**config.mk**
```make
export PLATFORM = sky130hd
export DESIGN_NAME = version_string_upgrade_check_top
export DESIGN_NICKNAME = d
export VERILOG_FILES = /design/src/design/vsuc_pkg.sv /design/src/design/version_string_upgrade_check_top.sv
export SDC_FILE = /design/constraint.sdc
export NUM_CORES = 1
export LEC_CHECK = 0
export BUFFER_PORTS_ARGS = -buffer_cell sky130_fd_sc_hd__buf_4
export CAP_MARGIN = 10
export CORE_ASPECT_RATIO = 0.9
export CORE_UTILIZATION = 64
export DETAILED_ROUTE_END_ITERATION = 16
export MAX_ROUTING_LAYER = met4
export PLACE_DENSITY = 0.81
export SLEW_MARGIN = 20
export SYNTH_ARGS = -nofsm -noshare
export SYNTH_HDL_FRONTEND = slang
export SYNTH_SLANG_ARGS = --single-unit
```
**constraint.sdc**
```tcl
create_clock -name clk -period 4.98 [get_ports clk]
set_input_delay 0.747 -clock clk [delete_from_list [all_inputs] [get_ports clk]]
set_output_delay 0.747 -clock clk [all_outputs]
set_load 0.01 [all_outputs]
```
**src/design/vsuc_pkg.sv**
```systemverilog
package vsuc_pkg;

  localparam int unsigned NUM_W = 32;

  localparam logic [7:0] CHAR_NUL  = 8'h00;
  localparam logic [7:0] CHAR_ZERO = 8'h30;
  localparam logic [7:0] CHAR_NINE = 8'h39;
  localparam logic [7:0] CHAR_DOT  = 8'h2e;
  localparam logic [7:0] CHAR_DASH = 8'h2d;
  localparam logic [7:0] CHAR_R    = 8'h72;
  localparam logic [7:0] CHAR_C    = 8'h63;

  localparam logic [1:0] VERDICT_UPGRADE   = 2'd0;
  localparam logic [1:0] VERDICT_INVALID   = 2'd1;
  localparam logic [1:0] VERDICT_NOT_NEWER = 2'd2;

  localparam logic STR_CURRENT   = 1'b0;
  localparam logic STR_CANDIDATE = 1'b1;

  typedef enum logic [6:0] {
    PH_MAJOR = 7'b0000001,
    PH_MINOR = 7'b0000010,
    PH_PATCH = 7'b0000100,
    PH_DASH  = 7'b0001000,
    PH_R     = 7'b0010000,
    PH_C     = 7'b0100000,
    PH_RC    = 7'b1000000
  } phase_t;

  typedef logic [NUM_W-1:0] num_t;

endpackage

```
**src/design/version_string_upgrade_check_top.sv**
```systemverilog
// channel | ports                                  | direction
// request | in_valid, in_stall, in_which_string,   | in
//         | in_char_byte                           |
// result  | out_valid, out_stall, out_verdict      | out
//
// one byte is taken every cycle while in_stall is low; the parser state updates once per byte
// a verdict is registered on out_verdict, with out_valid, when its terminating byte leaves the byte stage
// rst_n is synchronous and active low and clears the parser and the stored version
// a stalled verdict holds the byte stage only when that byte is a candidate terminator
module version_string_upgrade_check_top (
  input  logic       clk,
  input  logic       rst_n,
  input  logic       in_valid,
  output logic       in_stall,
  input  logic       in_which_string,
  input  logic [7:0] in_char_byte,
  output logic       out_valid,
  input  logic       out_stall,
  output logic [1:0] out_verdict
);
  import vsuc_pkg::*;

  logic       st_v_r, st_v_nxt;
  logic       st_which_r, st_which_nxt;
  logic [7:0] st_char_r, st_char_nxt;

  phase_t phase_r, phase_nxt;
  logic   started_r, started_nxt;
  logic   lz_r, lz_nxt;
  logic   perr_r, perr_nxt;
  num_t   accum_r, accum_nxt;
  num_t   wmajor_r, wmajor_nxt;
  num_t   wminor_r, wminor_nxt;
  num_t   wpatch_r, wpatch_nxt;
  logic   wrc_r, wrc_nxt;

  num_t   smajor_r, smajor_nxt;
  num_t   sminor_r, sminor_nxt;
  num_t   spatch_r, spatch_nxt;
  num_t   srcnum_r, srcnum_nxt;
  logic   src_r, src_nxt;
  logic   svalid_r, svalid_nxt;

  logic       out_v_r, out_v_nxt;
  logic [1:0] out_verdict_r, out_verdict_nxt;

  logic       is_term;
  logic       cand_term;
  logic       out_free;
  logic       st_go;
  logic       is_digit;
  logic [3:0] digit;
  logic       in_number;
  logic [NUM_W+3:0] acc_wide;
  logic       ovf;
  logic       str_ok;
  num_t       fin_patch;
  num_t       fin_rc;
  logic [1:0] verdict;

  assign is_term   = (st_char_r == CHAR_NUL);
  assign cand_term = is_term && (st_which_r == STR_CANDIDATE);
  assign out_free  = !out_v_r || !out_stall;
  assign st_go     = st_v_r && (!cand_term || out_free);
  assign in_stall  = st_v_r && !st_go;

  assign out_valid   = out_v_r;
  assign out_verdict = out_verdict_r;

  assign is_digit  = (st_char_r >= CHAR_ZERO) && (st_char_r <= CHAR_NINE);
  assign digit     = st_char_r[3:0];
  assign in_number = (phase_r == PH_MAJOR) || (phase_r == PH_MINOR) ||
                     (phase_r == PH_PATCH) || (phase_r == PH_RC);
  assign acc_wide  = ({4'b0, accum_r} << 3) + ({4'b0, accum_r} << 1) +
                     {{NUM_W{1'b0}}, digit};
  assign ovf       = |acc_wide[NUM_W+3:NUM_W];

  always_comb begin
    str_ok    = 1'b0;
    fin_patch = wpatch_r;
    fin_rc    = '0;
    if (!perr_r && started_r) begin
      if (phase_r == PH_PATCH) begin
        fin_patch = accum_r;
        str_ok    = 1'b1;
      end else if (phase_r == PH_RC && accum_r != '0) begin
        fin_rc = accum_r;
        str_ok = 1'b1;
      end
    end
  end

  always_comb begin
    if (!str_ok || !svalid_r) begin
      verdict = VERDICT_INVALID;
    end else if (wmajor_r != smajor_r) begin
      verdict = (wmajor_r > smajor_r) ? VERDICT_UPGRADE : VERDICT_NOT_NEWER;
    end else if (wminor_r != sminor_r) begin
      verdict = (wminor_r > sminor_r) ? VERDICT_UPGRADE : VERDICT_NOT_NEWER;
    end else if (fin_patch != spatch_r) begin
      verdict = (fin_patch > spatch_r) ? VERDICT_UPGRADE : VERDICT_NOT_NEWER;
    end else if (wrc_r != src_r) begin
      verdict = wrc_r ? VERDICT_NOT_NEWER : VERDICT_UPGRADE;
    end else if (wrc_r && fin_rc > srcnum_r) begin
      verdict = VERDICT_UPGRADE;
    end else begin
      verdict = VERDICT_NOT_NEWER;
    end
  end

  always_comb begin
    st_v_nxt     = st_v_r;
    st_which_nxt = st_which_r;
    st_char_nxt  = st_char_r;
    if (!in_stall) begin
      st_v_nxt     = in_valid;
      st_which_nxt = in_which_string;
      st_char_nxt  = in_char_byte;
    end

    phase_nxt   = phase_r;
    started_nxt = started_r;
    lz_nxt      = lz_r;
    perr_nxt    = perr_r;
    accum_nxt   = accum_r;
    wmajor_nxt  = wmajor_r;
    wminor_nxt  = wminor_r;
    wpatch_nxt  = wpatch_r;
    wrc_nxt     = wrc_r;
    smajor_nxt  = smajor_r;
    sminor_nxt  = sminor_r;
    spatch_nxt  = spatch_r;
    srcnum_nxt  = srcnum_r;
    src_nxt     = src_r;
    svalid_nxt  = svalid_r;

    out_v_nxt       = out_v_r && out_stall;
    out_verdict_nxt = out_verdict_r;

    if (st_go) begin
      if (!is_term) begin
        if (!perr_r) begin
          priority if (is_digit) begin
            if (!in_number || (started_r && lz_r) || ovf) begin
              perr_nxt = 1'b1;
            end else begin
              accum_nxt = acc_wide[NUM_W-1:0];
              if (!started_r) begin
                started_nxt = 1'b1;
                lz_nxt      = (digit == 4'd0);
              end
            end
          end else if (st_char_r == CHAR_DOT && started_r && phase_r == PH_MAJOR) begin
            wmajor_nxt  = accum_r;
            started_nxt = 1'b0;
            lz_nxt      = 1'b0;
            accum_nxt   = '0;
            phase_nxt   = PH_MINOR;
          end else if (st_char_r == CHAR_DOT && started_r && phase_r == PH_MINOR) begin
            wminor_nxt  = accum_r;
            started_nxt = 1'b0;
            lz_nxt      = 1'b0;
            accum_nxt   = '0;
            phase_nxt   = PH_PATCH;
          end else if (st_char_r == CHAR_DASH && started_r && phase_r == PH_PATCH) begin
            wpatch_nxt  = accum_r;
            wrc_nxt     = 1'b1;
            started_nxt = 1'b0;
            lz_nxt      = 1'b0;
            accum_nxt   = '0;
            phase_nxt   = PH_DASH;
          end else if (st_char_r == CHAR_R && phase_r == PH_DASH) begin
            phase_nxt = PH_R;
          end else if (st_char_r == CHAR_C && phase_r == PH_R) begin
            phase_nxt = PH_C;
          end else if (st_char_r == CHAR_DOT && phase_r == PH_C) begin
            phase_nxt = PH_RC;
          end else begin
            perr_nxt = 1'b1;
          end
        end
      end else begin
        if (st_which_r == STR_CURRENT) begin
          svalid_nxt = str_ok;
          if (str_ok) begin
            smajor_nxt = wmajor_r;
            sminor_nxt = wminor_r;
            spatch_nxt = fin_patch;
            src_nxt    = wrc_r;
            srcnum_nxt = fin_rc;
          end
        end else begin
          out_v_nxt       = 1'b1;
          out_verdict_nxt = verdict;
        end
        phase_nxt   = PH_MAJOR;
        started_nxt = 1'b0;
        lz_nxt      = 1'b0;
        perr_nxt    = 1'b0;
        accum_nxt   = '0;
        wmajor_nxt  = '0;
        wminor_nxt  = '0;
        wpatch_nxt  = '0;
        wrc_nxt     = 1'b0;
      end
    end
  end

  always_ff @(posedge clk) begin
    st_which_r    <= st_which_nxt;
    st_char_r     <= st_char_nxt;
    out_verdict_r <= out_verdict_nxt;
    if (!rst_n) begin
      st_v_r   <= 1'b0;
      out_v_r  <= 1'b0;
      phase_r  <= PH_MAJOR;
      started_r <= 1'b0;
      lz_r     <= 1'b0;
      perr_r   <= 1'b0;
      accum_r  <= '0;
      wmajor_r <= '0;
      wminor_r <= '0;
      wpatch_r <= '0;
      wrc_r    <= 1'b0;
      smajor_r <= '0;
      sminor_r <= '0;
      spatch_r <= '0;
      srcnum_r <= '0;
      src_r    <= 1'b0;
      svalid_r <= 1'b0;
    end else begin
      st_v_r   <= st_v_nxt;
      out_v_r  <= out_v_nxt;
      phase_r  <= phase_nxt;
      started_r <= started_nxt;
      lz_r     <= lz_nxt;
      perr_r   <= perr_nxt;
      accum_r  <= accum_nxt;
      wmajor_r <= wmajor_nxt;
      wminor_r <= wminor_nxt;
      wpatch_r <= wpatch_nxt;
      wrc_r    <= wrc_nxt;
      smajor_r <= smajor_nxt;
      sminor_r <= sminor_nxt;
      spatch_r <= spatch_nxt;
      srcnum_r <= srcnum_nxt;
      src_r    <= src_nxt;
      svalid_r <= svalid_nxt;
    end
  end

  a_stall_only_when_held: assert property (@(posedge clk) disable iff (!rst_n)
    in_stall |-> (st_v_r && cand_term && out_v_r && out_stall))
    else $error("request stalled without a blocked verdict");

  a_cand_term_gives_result: assert property (@(posedge clk) disable iff (!rst_n)
    (st_go && cand_term) |=> (out_v_r && out_verdict_r == $past(verdict)))
    else $error("candidate terminator did not load a verdict");

  a_term_clears_parser: assert property (@(posedge clk) disable iff (!rst_n)
    (st_go && is_term) |=> (phase_r == PH_MAJOR && !perr_r && !started_r
                            && accum_r == '0))
    else $error("parser not cleared after terminator");

  a_lz_needs_number: assert property (@(posedge clk) disable iff (!rst_n)
    lz_r |-> (started_r && accum_r == '0))
    else $error("leading zero flag without a zero number");

  a_verdict_code: assert property (@(posedge clk) disable iff (!rst_n)
    out_v_r |-> (out_verdict_r == VERDICT_UPGRADE || out_verdict_r == VERDICT_INVALID
                 || out_verdict_r == VERDICT_NOT_NEWER))
    else $error("verdict code out of range");

endmodule
```
## Word level (Yosys, flattened, before mapping)

Index checks and enable logic that the tools add are counted.

- $add $sub $neg: 2
- Magnitude comparators: 6
- Equality and inequality tests: 21
- Muxes and demuxes: 79
- Bitwise operators: 1
- Reduce and logical (&&, ||, !) cells: 51

Operator list:

| cell | number |
|---|---|
| $mux W32 | 27 |
| $gt A32 B32 Y1 | 4 |
| $ne A32 B32 Y1 | 3 |
| $mux W7 | 9 |
| $add A35 B33 Y36 | 1 |
| $add A36 B4 Y36 | 1 |
| $mux W1 | 34 |
| $reduce_bool A32 Y1 | 1 |
| $mux W2 | 9 |
| $logic_and A1 B1 Y1 | 17 |
| $eq A8 B6 Y1 const B | 2 |
| $eq A8 B7 Y1 const B | 2 |
| $reduce_and A4 Y1 | 4 |
| $reduce_and A5 Y1 | 2 |
| $ge A8 B6 Y1 const B | 1 |
| $le A8 B6 Y1 const B | 1 |
| $logic_not A1 Y1 | 8 |
| $logic_not A8 Y1 | 1 |
| $logic_or A1 B1 Y1 | 8 |
| $eq A7 B1 Y1 const B | 1 |
| $eq A7 B2 Y1 const B | 1 |
| $eq A7 B3 Y1 const B | 1 |
| $eq A7 B4 Y1 const B | 1 |
| $eq A7 B5 Y1 const B | 1 |
| other kinds (14) | 20 |

- Register bits: 282
- Output and inout bits: 4
- Word-level logic and storage cells: 180

## Longest topological paths before layout

- Depth in word-level cells: 12
- Mapped depth: 17
- Depth with buffers taken out: 15

## Least setup slack after synthesis

No wires, ideal clock.

- Kind: register to register
- Start point: reg phase_r[3]
- End point: reg out_verdict_r[1], in the netlist out_verdict[1] (data pin)
- Library setup time: 257 ps
- Arrival: 3284 ps
- Data required time: 4723 ps
- Slack: 1439 ps
- Stages on the path, launching flop included: 16
- Buffers on the path: 1
- Clock period less this slack: 3541 ps
- Cells stage by stage: dfxtp_1 nor3_1 nand4b_1 nor2_1 clkbuf_1 mux2_2 ha_1 nand4_1 nor2_1 and3_1 nand4_1 nand3b_1 nor4b_1 o211ai_1 nand3_1 o2111a_1

- Elaborated cells on any way between the ends: 23
- Classes of those cells: order compare: 2; eq/ne: 3; mux: 14; reduce/logical: 4

RTL lines:

| element | RTL line | RTL |
|---|---|---|
| from (decl) | version_string_upgrade_check_top.sv:27 | `phase_t phase_r, phase_nxt;` |
| from (signal assigned) | version_string_upgrade_check_top.sv:234 | `phase_r <= phase_nxt;` |
| $eq A7 B3 Y1 (*) | version_string_upgrade_check_top.sv:83 | `if (phase_r == PH_PATCH) begin` |
| $mux W32 (*) | version_string_upgrade_check_top.sv:83 |  |
| $mux W32 (*) | version_string_upgrade_check_top.sv:82 | `if (!perr_r && started_r) begin` |
| net fin_patch[31] | version_string_upgrade_check_top.sv:57 | `num_t fin_patch;` |
| $gt A32 B32 Y1 | version_string_upgrade_check_top.sv:101 | `verdict = (fin_patch > spatch_r) ? VERDICT_UPGRADE : VERDICT_NOT_NEWER;` |
| $mux W2 | version_string_upgrade_check_top.sv:101 |  |
| $mux W2 (*) | version_string_upgrade_check_top.sv:100 | `end else if (fin_patch != spatch_r) begin` |
| $mux W2 (*) | version_string_upgrade_check_top.sv:98 | `end else if (wminor_r != sminor_r) begin` |
| $mux W2 (*) | version_string_upgrade_check_top.sv:96 | `end else if (wmajor_r != smajor_r) begin` |
| to (signal assigned) | version_string_upgrade_check_top.sv:212 | `out_verdict_r <= out_verdict_nxt;` |
| to (decl) | version_string_upgrade_check_top.sv:45 | `logic [1:0] out_verdict_r, out_verdict_nxt;` |

The timed path passes the listed nets; every way through them passes the cells marked *.
A chain may end at the register's enable or synchronous reset.

## Final worst setup path

Ends and elaborated chain as after synthesis.

==> reports/metrics.yaml <==
global_route:
  grt-ovfl-total: 0
  grt_start_max_net_pins: 130
  grt_usage: 0.340
  grt_pass1_wl_um: 70000
  grt_pass1_vias: 13800
  grt_antenna_before_repair: 0
hold_path:
  hp-class: "in -> reg"
  min_from: "in_char_byte[0]"
  min_path_cells: 1
  hold_end: "st_char_r[0]$_DFFE_PN_"
clock_tree:
  clock-sinks: 282
  clk_latency_ns: 0.58
  root_buffer: "clkbuf_16"
  ctsResizeCount: 0
  ctsHoldBuffers: 0
  htreeDepth: 1
  numCtsBuffers: 29
  post_cts_buffers: 0
  cts_tree: "yes"
  clkTransAtPathRegs_ns: 0.06
  cts_buffer_depth: 3
power:
  power_uw: 4420
  power_frac_seq: 0.516
  switching_power_uw: 969
  power_density_mw_per_mm2: 247
  clkPwrFrac: 0.468
  power.share.switching: 0.219
  peakVddDrop_v: 0.000271
  leakage_uw: 0.00729
  comb_power_share: 0.016
  p_int_uw: 3450
die:
  ios: 17
  std_cell_rows: 55
  coreArea_mm2: 0.0253
  die_y_um: 155
  die-area_mm2: 0.0266
  start_util: 0.655
  die_w_um: 172
synth:
  yosys.area_share.adder: 0.146
  synth_cell_types: 75
  synth_edf_count: 11
  async_flop_share: 0
  ys_ff_latch: 282
  syn_nets: 2306
  syn_area_mm2: 0.0166
  synth_flop_cell: "dfxtp_1"
  synthXorXnorAreaFrac: 0.0137
  ys_seq_area_frac: 0.347
  muxShareOfSynthArea: 0.0422
  yosys.area_share.simple: 0.220
  yosys_warnings: 0
  synth_top_family_by_area: "simple AND/OR/NAND/NOR gates"
  syn_inst: 2100
  avgSynthCellArea_um2: 7.90
  synth_compound_area_frac: 0.170
final_layout:
  final_cell_mix: "nand2_1 (447), a21oi_1 (304), dfxtp_1 (271)"
  fill_cells: 2107
  drive_gt1_frac: 0.0739
  stdcell_count: 2425
  final_cell_area_mm2: 0.0179
  num_antenna_cells: 0
  multi_input_area_mm2: 0.00985
  layout_commonest_cell: "nand2_1"
  regArea_mm2: 0.00576
  areaGrowthSynthToFinish_pct: 7.83
  nNetsFinal: 2271
sta:
  relSlewSlack: 0.329
  worst_pin_slew_ns: 1.01
  fin_crit_sh: 0.851
  rsz0062_at_grt: "false"
  drv_slew: 0
  whs_ns: 0.348
  finClkSkew_ns: 0.0143
  finalHoldViolCount: 0
  max_freq_ghz: 0.236
  fin_setup_tns_ns: 0
  post-route-min-period_ns: 4.24
  setup_viol: 0
setup_path:
  worstReg2RegEnd: "out_verdict[1]$_SDFFCE_PP0P_"
  crit_arrival_ns: 4.56
  reg2reg_from: "phase_r[3]$_SDFFE_PN0P_"
  worstPathRequired_ns: 5.30
  rrSetupSlack_ns: 0.74
  cp-end-kind: "flip-flop"
  crit_type: "reg -> reg"
  path_max_fanout: 10
  r2r_cells: 15
  cp-start-kind: "flip-flop"
job:
  cap_violations: 0
placement:
  dp.final_hpwl_um: 29700
  dp_cells: 2375
  placed_area_mm2: 0.0170
  portBuffers: 16
  place_congestion: 0.983
outcome:
  outcome: "finished clean"
routing:
  vias: 14800
  routedWlPerCell_um: 18.1
  firstDrtPassIters: 7
  drtAntennaViolNets: 0
  drc: 0
  drt_iter0_markers: 1459
  drt-vias-per-instance: 6.12
  totalWireLength_um: 43900
## registers in the layout, summed over array words and instances, names as in the netlist, 2 cells and up
signal and count:
accum_r 32, smajor_r 32, sminor_r 32, spatch_r 32, srcnum_r 32, wmajor_r 32
wminor_r 32, wpatch_r 32, st_char_r 8, phase_r 7, out_verdict 2
## stage by stage
| stage | utilization | setup slack, ns |
|---|---|---|
| 2_1_floorplan | - | 1.44 |
| 3_3_place_gp | 0.670 | 0.750 |
| 3_5_place_dp | 0.670 | 0.672 |
| 4_1_cts | 0.705 | 0.621 |
| 5_1_grt | 0.706 | 0.532 |
| 6_report | 0.706 | 0.742 |
## synth_stat cells, types with 10 or more instances
| master | n | area share |
|---|---|---|
| clkbuf_1 | 98 | 0.022 |
| and2_1 | 36 | 0.014 |
| a211oi_1 | 10 | 0.0045 |
| ha_1 | 191 | 0.14 |
| o211ai_1 | 10 | 0.0045 |
| nand4_1 | 39 | 0.015 |
| xnor2_1 | 16 | 0.0084 |
| o21ai_0 | 42 | 0.013 |
| inv_1 | 138 | 0.031 |
| a21oi_1 | 304 | 0.092 |
| nor2_1 | 47 | 0.011 |
| nand3_1 | 118 | 0.036 |
| dfxtp_1 | 271 | 0.33 |
| o21a_1 | 16 | 0.0072 |
| nor3_1 | 15 | 0.0045 |
| edfxtp_1 | 11 | 0.020 |
| mux2_2 | 31 | 0.021 |
| nor4_1 | 14 | 0.0053 |
| nand2_1 | 449 | 0.10 |
| buf_2 | 13 | 0.0039 |
| xor2_1 | 10 | 0.0053 |
| a21o_1 | 54 | 0.024 |
| mux2i_1 | 35 | 0.021 |
## how the worst max path moves through the flow
| stage | from | endpoint | cells past startpoint |
|---|---|---|---|
| detailed placement | st_char_r[3]$_DFFE_PN_ | accum_r[11]$_SDFFE_PN0P_ | 12 |
| floorplan | phase_r[3]$_SDFFE_PN0P_ | out_verdict[1]$_SDFFCE_PP0P_ | 15 |
| global placement | st_char_r[3]$_DFFE_PN_ | accum_r[17]$_SDFFE_PN0P_ | 12 |
| finish | phase_r[3]$_SDFFE_PN0P_ | out_verdict[1]$_SDFFCE_PP0P_ | 15 |
| CTS | st_char_r[3]$_DFFE_PN_ | accum_r[25]$_SDFFE_PN0P_ | 12 |
| global route | phase_r[3]$_SDFFE_PN0P_ | out_verdict[1]$_SDFFCE_PP0P_ | 15 |
## worst max-delay path, cell delays in order (launching register included)
cell and delay (ns):
dfxtp_1 0.36, nor3_1 0.50, nand4b_1 0.26, nor2_2 0.26, buf_4 0.26, mux2_2 0.38
ha_1 0.29, nand4_1 0.15, nor2_1 0.22, and3_1 0.20, nand4_1 0.13, nand3b_1 0.22
nor4b_1 0.17, o211ai_1 0.21, nand3_1 0.14, o2111a_1 0.25
## cell type report
class                   instances  share of cell area
clock inverters                 7             0.00308
clock buffers                  42              0.0467
repair buffers                 54              0.0245
inverters                     138              0.0292
well taps                     342              0.0239
flip-flops and latches        282               0.322
multi-input cells            1560               0.551
## kinds of logic (layout without fill, tap and decap cells)
| group | after synthesis | count (layout) |
|---|---|---|
| xor gates and xnor gates | 26 | 26 |
| muxes | 66 | 66 |
| AOI/OAI and AO/OA | 484 | 484 |
| DFF | 282 | 282 |
| adders and majority gates | 193 | 193 |
| and+or+nand+nor | 791 | 791 |
| buffers and inverters | 258 | 241 |
## power by group through the flow
stage / Clock, uW / Combinational [uW] / Sequential (uW)
detailed placement: 0 / 68.3 / 2330
global route: 2160 / 74.9 / 2280
finish: 2070 / 70.1 / 2280
global placement: 0 / 67.8 / 2330
CTS: 2080 / 68.6 / 2280
floorplan: 0 / 47.7 / 2330
## layer usage
| layer | track usage | wire (um) | up-vias |
|---|---|---|---|
| met5 | - | 0 | - |
| met4 | 0.139 | 1870 | 0 |
| met3 | 0.0458 | 3400 | 117 |
| met2 | 0.522 | 19400 | 587 |
| met1 | 0.451 | 19300 | 6947 |
| li1 | - | - | 7179 |
No activity file was read; power rests on OpenSTA's default activity.
